`config.mk`:
```
export PLATFORM = sky130hd
export DESIGN_NAME = aes256_ctrl
export DESIGN_NICKNAME = d
export VERILOG_FILES = /design/src/rtl/core/aes256_pkg.sv /design/src/rtl/core/aes256_ctrl.sv
export SDC_FILE = /design/constraint.sdc
export NUM_CORES = 1
export LEC_CHECK = 0
export BUFFER_PORTS_ARGS = -buffer_cell sky130_fd_sc_hd__buf_2
export CORE_AREA = 2 2 45 47
export DETAILED_ROUTE_END_ITERATION = 8
export DIE_AREA = 0 0 47 49
export HOLD_SLACK_MARGIN = 0.15
export PLACE_DENSITY = 0.56
export REMOVE_ABC_BUFFERS = 1
export SLEW_MARGIN = 20
export SYNTH_ARGS = -nofsm -noshare
export SYNTH_HDL_FRONTEND = slang
export SYNTH_SLANG_ARGS = --single-unit
export TNS_END_PERCENT = 50
```
`constraint.sdc`:
```
create_clock -name clk_i -period 3.9 [get_ports clk_i]
set_input_delay 0.39 -clock clk_i [delete_from_list [all_inputs] [get_ports clk_i]]
set_output_delay 0.39 -clock clk_i [all_outputs]
set_load 0.005 [all_outputs]
```
`src/rtl/core/aes256_pkg.sv`:
```
package aes256_pkg;

  localparam int unsigned NumRounds = 14;
  localparam int unsigned RndW = 4;

  localparam logic [2:0] CfgKey0 = 3'd0;
  localparam logic [2:0] CfgKey1 = 3'd1;
  localparam logic [2:0] CfgKey2 = 3'd2;
  localparam logic [2:0] CfgKey3 = 3'd3;
  localparam logic [2:0] CfgIvHi = 3'd4;
  localparam logic [2:0] CfgIvLo = 3'd5;
  localparam logic [2:0] CfgLoaded = 3'd6;

  localparam logic CmdEncrypt = 1'b0;
  localparam logic CmdDecrypt = 1'b1;

  typedef struct packed {
    logic start;
    logic decrypt;
    logic load_pad;
  } dp_cmd_t;

  typedef struct packed {
    logic done;
  } dp_status_t;

  function automatic logic [7:0] xtime(input logic [7:0] a);
    xtime = {a[6:0], 1'b0} ^ (a[7] ? 8'h1b : 8'h00);
  endfunction

  function automatic logic [7:0] gmul(input logic [7:0] a, input logic [7:0] b);
    logic [7:0] r;
    logic [7:0] p;
    r = 8'h00;
    p = a;
    for (int i = 0; i < 8; i++) begin
      if (b[i]) r = r ^ p;
      p = xtime(p);
    end
    gmul = r;
  endfunction

  function automatic logic [7:0] ginv(input logic [7:0] x);
    logic [7:0] r;
    logic [7:0] p;
    r = 8'h01;
    p = x;
    for (int i = 0; i < 8; i++) begin
      if (i != 0) r = gmul(r, p);
      p = gmul(p, p);
    end
    ginv = (x == 8'h00) ? 8'h00 : r;
  endfunction

  function automatic logic [7:0] rotl8(input logic [7:0] v, input int n);
    rotl8 = (v << n) | (v >> (8 - n));
  endfunction

  function automatic logic [7:0] sbox_calc(input logic [7:0] x);
    logic [7:0] b;
    b = ginv(x);
    sbox_calc = b ^ rotl8(b, 1) ^ rotl8(b, 2) ^ rotl8(b, 3) ^ rotl8(b, 4) ^ 8'h63;
  endfunction

  function automatic logic [7:0] isbox_calc(input logic [7:0] s);
    isbox_calc = ginv(rotl8(s, 1) ^ rotl8(s, 3) ^ rotl8(s, 6) ^ 8'h05);
  endfunction

  typedef logic [7:0] sbox_tab_t [256];

  function automatic sbox_tab_t build_sbox(input logic inv);
    sbox_tab_t t;
    for (int i = 0; i < 256; i++) begin
      t[i] = inv ? isbox_calc(i[7:0]) : sbox_calc(i[7:0]);
    end
    build_sbox = t;
  endfunction

  localparam sbox_tab_t SBox = build_sbox(1'b0);
  localparam sbox_tab_t ISBox = build_sbox(1'b1);

  function automatic logic [31:0] sub_word(input logic [31:0] w);
    sub_word = {SBox[w[31:24]], SBox[w[23:16]], SBox[w[15:8]], SBox[w[7:0]]};
  endfunction

endpackage

```
`src/rtl/core/aes256_ctrl.sv`:
```
module aes256_ctrl (
  input  logic                   clk_i,
  input  logic                   rst_ni,
  input  logic                   in_valid_i,
  output logic                   in_stall_o,
  input  logic                   command_i,
  input  logic [4:0]             valid_bytes_i,
  input  logic                   final_block_i,
  input  logic                   key_loaded_i,
  output logic                   out_valid_o,
  input  logic                   out_stall_i,
  input  aes256_pkg::dp_status_t status_i,
  output aes256_pkg::dp_cmd_t    cmd_o,
  output logic                   use_iv_o,
  output logic                   pad_o,
  output logic [4:0]             pad_n_o,
  output logic                   cap_o,
  output logic                   last_o,
  output logic                   dec_o
);

  localparam logic [1:0] StIdle = 2'd0;
  localparam logic [1:0] StRun  = 2'd1;
  localparam logic [1:0] StOut  = 2'd2;

  logic [1:0] state_q, state_d;
  logic       inmsg_q, inmsg_d;
  logic       extra_q, extra_d;
  logic       last_q, last_d;
  logic       dec_q, dec_d;
  logic       ov_q, ov_d;
  logic       accept, skip;
  logic [4:0] n;

  assign in_stall_o = (state_q != StIdle) || ov_q;
  assign accept     = in_valid_i && !in_stall_o;
  assign skip       = !key_loaded_i ||
                      (command_i == aes256_pkg::CmdEncrypt && final_block_i &&
                       valid_bytes_i == 5'd0 && !inmsg_q);
  assign n          = (command_i == aes256_pkg::CmdEncrypt && final_block_i) ?
                      ((valid_bytes_i > 5'd16) ? 5'd16 : valid_bytes_i) : 5'd16;
  assign pad_n_o    = n;
  assign use_iv_o   = !inmsg_q;
  assign out_valid_o = ov_q;
  assign last_o     = last_q;
  assign dec_o      = dec_q;

  always_comb begin
    state_d = state_q;
    inmsg_d = inmsg_q;
    extra_d = extra_q;
    last_d  = last_q;
    dec_d   = dec_q;
    ov_d    = ov_q && out_stall_i;
    cmd_o   = '0;
    pad_o   = 1'b0;
    cap_o   = 1'b0;
    case (state_q)
      StIdle: begin
        if (accept && !skip) begin
          cmd_o.start   = 1'b1;
          cmd_o.decrypt = command_i;
          pad_o         = (n != 5'd16);
          inmsg_d       = !final_block_i;
          dec_d         = command_i;
          extra_d       = command_i == aes256_pkg::CmdEncrypt && final_block_i &&
                          n == 5'd16;
          last_d        = final_block_i && !extra_d;
          state_d       = StRun;
        end
      end
      StRun: begin
        if (status_i.done) begin
          cap_o   = 1'b1;
          ov_d    = 1'b1;
          state_d = StOut;
        end
      end
      StOut: begin
        if (!ov_q) begin
          if (extra_q) begin
            cmd_o.start    = 1'b1;
            cmd_o.load_pad = 1'b1;
            extra_d        = 1'b0;
            last_d         = 1'b1;
            state_d        = StRun;
          end else begin
            state_d = StIdle;
          end
        end
      end
      default: state_d = StIdle;
    endcase
  end

  always_ff @(posedge clk_i or negedge rst_ni) begin
    if (!rst_ni) begin
      state_q <= StIdle;
      inmsg_q <= 1'b0;
      extra_q <= 1'b0;
      last_q  <= 1'b0;
      dec_q   <= 1'b0;
      ov_q    <= 1'b0;
    end else begin
      state_q <= state_d;
      inmsg_q <= inmsg_d;
      extra_q <= extra_d;
      last_q  <= last_d;
      dec_q   <= dec_d;
      ov_q    <= ov_d;
    end
  end

`ifndef SYNTH
  a_no_accept_busy: assert property (@(posedge clk_i) disable iff (!rst_ni)
    (state_q == StRun) |-> in_stall_o) else $error("accept while busy");
  a_done_in_run: assert property (@(posedge clk_i) disable iff (!rst_ni)
    status_i.done |-> (state_q == StRun)) else $error("stray done");
  a_out_after_done: assert property (@(posedge clk_i) disable iff (!rst_ni)
    status_i.done |=> out_valid_o) else $error("result lost");
`endif

endmodule
```
---- Word level (Yosys, flattened, before mapping) ----
Cells that the tools add are included.
word-level totals
  flip-flop bits (word level) ............. 7
  output and inout bits ................... 15
cells by class
  order comparisons ....................... 1
  muxes and demuxes ....................... 26
  bitwise operators ....................... 1
  eq/ne operators ......................... 8
  reduce and logical (&&, ||, !) cells .... 24
operator list
  kind                                                                    count
  1-bit 2-to-1 mux                                                        16
  5-bit 2-to-1 mux                                                        2
  1-bit logical AND                                                       8
  2-bit 2-to-1 mux                                                        4
  2-bit != test (second input constant)                                   4
  1-bit logical NOT                                                       6
  1-bit one-hot mux with 2 select lines                                   3
  2-bit one-hot mux with 3 select lines                                   1
  3-bit AND reduction                                                     2
  5-bit equality test (second input constant)                             1
  5-bit > comparator (second input constant)                              1
  5-bit logical NOT                                                       1
  5-bit != test (second input constant)                                   1
  4-bit AND reduction                                                     1
  2-bit nonzero test                                                      2
  2-bit by 1-bit equality test with 1-bit output (second input constant)  1
  2-bit equality test (second input constant)                             1
  2-bit logical NOT                                                       1
  1-bit logical OR                                                        2
  2-bit AND reduction                                                     1
  1-bit inverter                                                          1

---- Depth between registers and ports, before layout ----
  word-level depth ........................ 9
  depth in mapped cells ................... 5

---- Least setup slack after synthesis ----
No wires, ideal clock.
  path kind ............................... input to output
  start point ............................. input valid_bytes_i[1]
  end point ............................... output cmd_o[2] (netlist bit)
  required time ........................... 3.510 ns
  setup slack ............................. 2.283 ns
  buffers on the path ..................... 0
  arrival time ............................ 1.227 ns
  stages on the path ...................... 4
  cells stage by stage .................... or4_4 > nor2_4 > a21o_4 > nand2_1
RTL lines
  item         RTL line           RTL
  from (decl)  aes256_ctrl.sv:7   input logic [4:0] valid_bytes_i,
  to (decl)    aes256_ctrl.sv:13  output aes256_pkg::dp_cmd_t cmd_o,

==> metrics.txt <==
DRT Pass-1 Iters 4; Multi-input gate area 234 um^2; fill count 218; top cell type by total area after synthesis dfrtp_1; post-layout min period 1.94 ns; DR DRC count 0; Die X 47 um; post-route ant nets 0; Ys Warns 0; fin crit share 49.8%; initial detailed-routing violation count 4; Worst Tran Pin Value 0.318 ns; P_leak 0.000367 uW; FF+latch area 175 um^2; Setup TNS 0 ns; CTS root buffer clkbuf_4; RSZ-0062 raised after global routing no; Worst Clk Skew 0.00544 ns; Cell Area, Placed 601 um^2; vias in the first global route 419; Worst setup EP type output pin; overflow left after global routing 0; Skew-Pair Late Insertion Delay 0.26 ns; global-route wire length before repair 1740 um; port bufs 27; layout cells sized above 1 45.0%; Worst Setup Start Kind register; final setup fails 0; H-tree levels 1; Area Overhead vs Synth 47.5%; worst vdd ir 0.181 mV; syn_area_per_cell 8.99 um^2; Seq/Total Area, Yosys 40.6%; CTS tree built; pin count of the biggest net entering global routing 8; Total GRT Usage 10.7%; WL/cell 10.2 um; share of Yosys cell area claimed by the top area cell type 40.6%; relative slew slack 78.7%; depth of the worst hold-timing path 3; GR Util met2 16.2%; Die Height 49 um; initial core utilization 23.4%; CTS max path bufs 2; worst-path fanout max 5; Hold Crit Class input port to register; cells on worst reg2reg path 4; fin area 637 um^2; Final Max Slew Viols 0; max_cap viols 0; Die ar. 2300 um^2; status finished clean; gpl congestion 0.694; PostCTS Resize Cnt 0; Setup Buffers After CTS 0; # IOs 28; grt met3 use 3.70%; type of the worst setup path register to output pin; Core Region 1840 um^2; top cells by area, synth dfrtp_1 41%, and2_1 5.8%, inv_1 5.2%, nand2_1 5.2%, nand2b_1 4.3%; # rows 16; Synth cell types 23; Syn Std Cell Area 432 um^2; vias per cell 4.35; Clock transition at path regs 0.05 ns; total number of vias 465; Post-CTS Hold Buffers 1; met1 Track Usage GR 11.4%; ANT cells 0; #FFs+latches synth 7; initial antenna violation count 0; Required @ worst endpoint 3.51 ns; Post-Syn Instances 48; Max Clk Rate 514 MHz; DRT Wirelength 1100 um; post-DP HPWL 895 um; Final nets 94; final hold viol count 0; CP arrival 1.55 ns; PwrDens 550 nW/um^2; Most Crowded Layer GR met2; CTS Buf Count 3; CTS Sinks 7
final timing paths:
path                       slack, ns          end        start
max reg2reg                     2.50        dec_o   state_q[0]
min                             0.34  out_valid_o  out_stall_i
min in group asynchronous       0.50   state_q[1]       rst_ni
min reg2reg                     0.47        dec_o        dec_o
max in group asynchronous       3.24   state_q[0]       rst_ni
max                             1.96     cmd_o[2]   state_q[0]
registers in the layout (all words and copies together) (netlist names):
signal       cells
extra_q          1
state_q          2
last_o           1
out_valid_o      1
dec_o            1
inmsg_q          1
layer usage:
metal / up-vias / share of wire (%)
met1: 215 / 43
met4: 0 / 2.1
met2: 20 / 45
li1: 226 / -
met3: 4 / 10
met5: - / 0
critical path, cell delays in order (launching register included):
cell and delay (ns):
dfrtp_1 0.41, nor3_2 0.25, nand3_1 0.21, a21o_4 0.26
nand2_1 0.06, buf_2 0.10
final cells by class:
type | count | area share, %
clock buffers | 4 | 4.13
inverters | 6 | 3.54
multi-input cells | 35 | 36.7
flip-flops and latches | 7 | 27.5
well taps | 27 | 5.30
repair buffers | 28 | 22.8
power by group:
part           total, uW  switching (uW)  internal, uW
combinational        144            68.3          76.0
clock               69.0            29.7          39.2
sequential           137            31.8           105
total                351             130           221
layout by cell type (no fill, tap or decap), types with 2 or more instances in the layout:
cell       n
buf_2     27
dfrtp_1    7
inv_1      6
nand2_1    6
and2_1     4
nand2b_1   3
nand3_1    3
clkbuf_4   3
nor2_1     2
nand3b_1   2
synth_stat cells:
cell      instances
a21o_1            1
a21o_4            1
a21oi_1           1
a32oi_1           1
and2_1            4
and2_2            1
and3_1            1
dfrtp_1           7
inv_1             6
mux2i_1           1
nand2_1           6
nand2b_1          3
nand3_1           3
nand3b_1          2
nor2_1            2
nor2_4            1
nor2b_1           1
nor3_1            1
nor3_2            1
o211ai_2          1
o21ai_0           1
o311ai_1          1
or4_4             1
per-stage QoR:
step	hold slack (ns)	util, %	total power [uW]	std cells	setup WS, ns
floorplan	0.0944	-	221	48	2.28
global placement	0.234	32.6	284	102	2.04
detailed placement	0.238	32.6	287	102	2.03
CTS	0.340	34.6	357	107	1.91
global route	0.344	34.6	386	107	1.82
finish	0.341	34.6	351	107	1.96
cell families after synthesis:
| family | Yosys count | synth area share [%] |
|---|---|---|
| flip-flops | 7 | 40.6 |
| AO/OA/AOI/OAI | 7 | 14.5 |
| multiplexers | 1 | 2.32 |
| buffers and inverters | 6 | 5.22 |
| AND/OR/NAND/NOR | 27 | 37.4 |
Note: power is estimated with default switching activity, not from simulation.
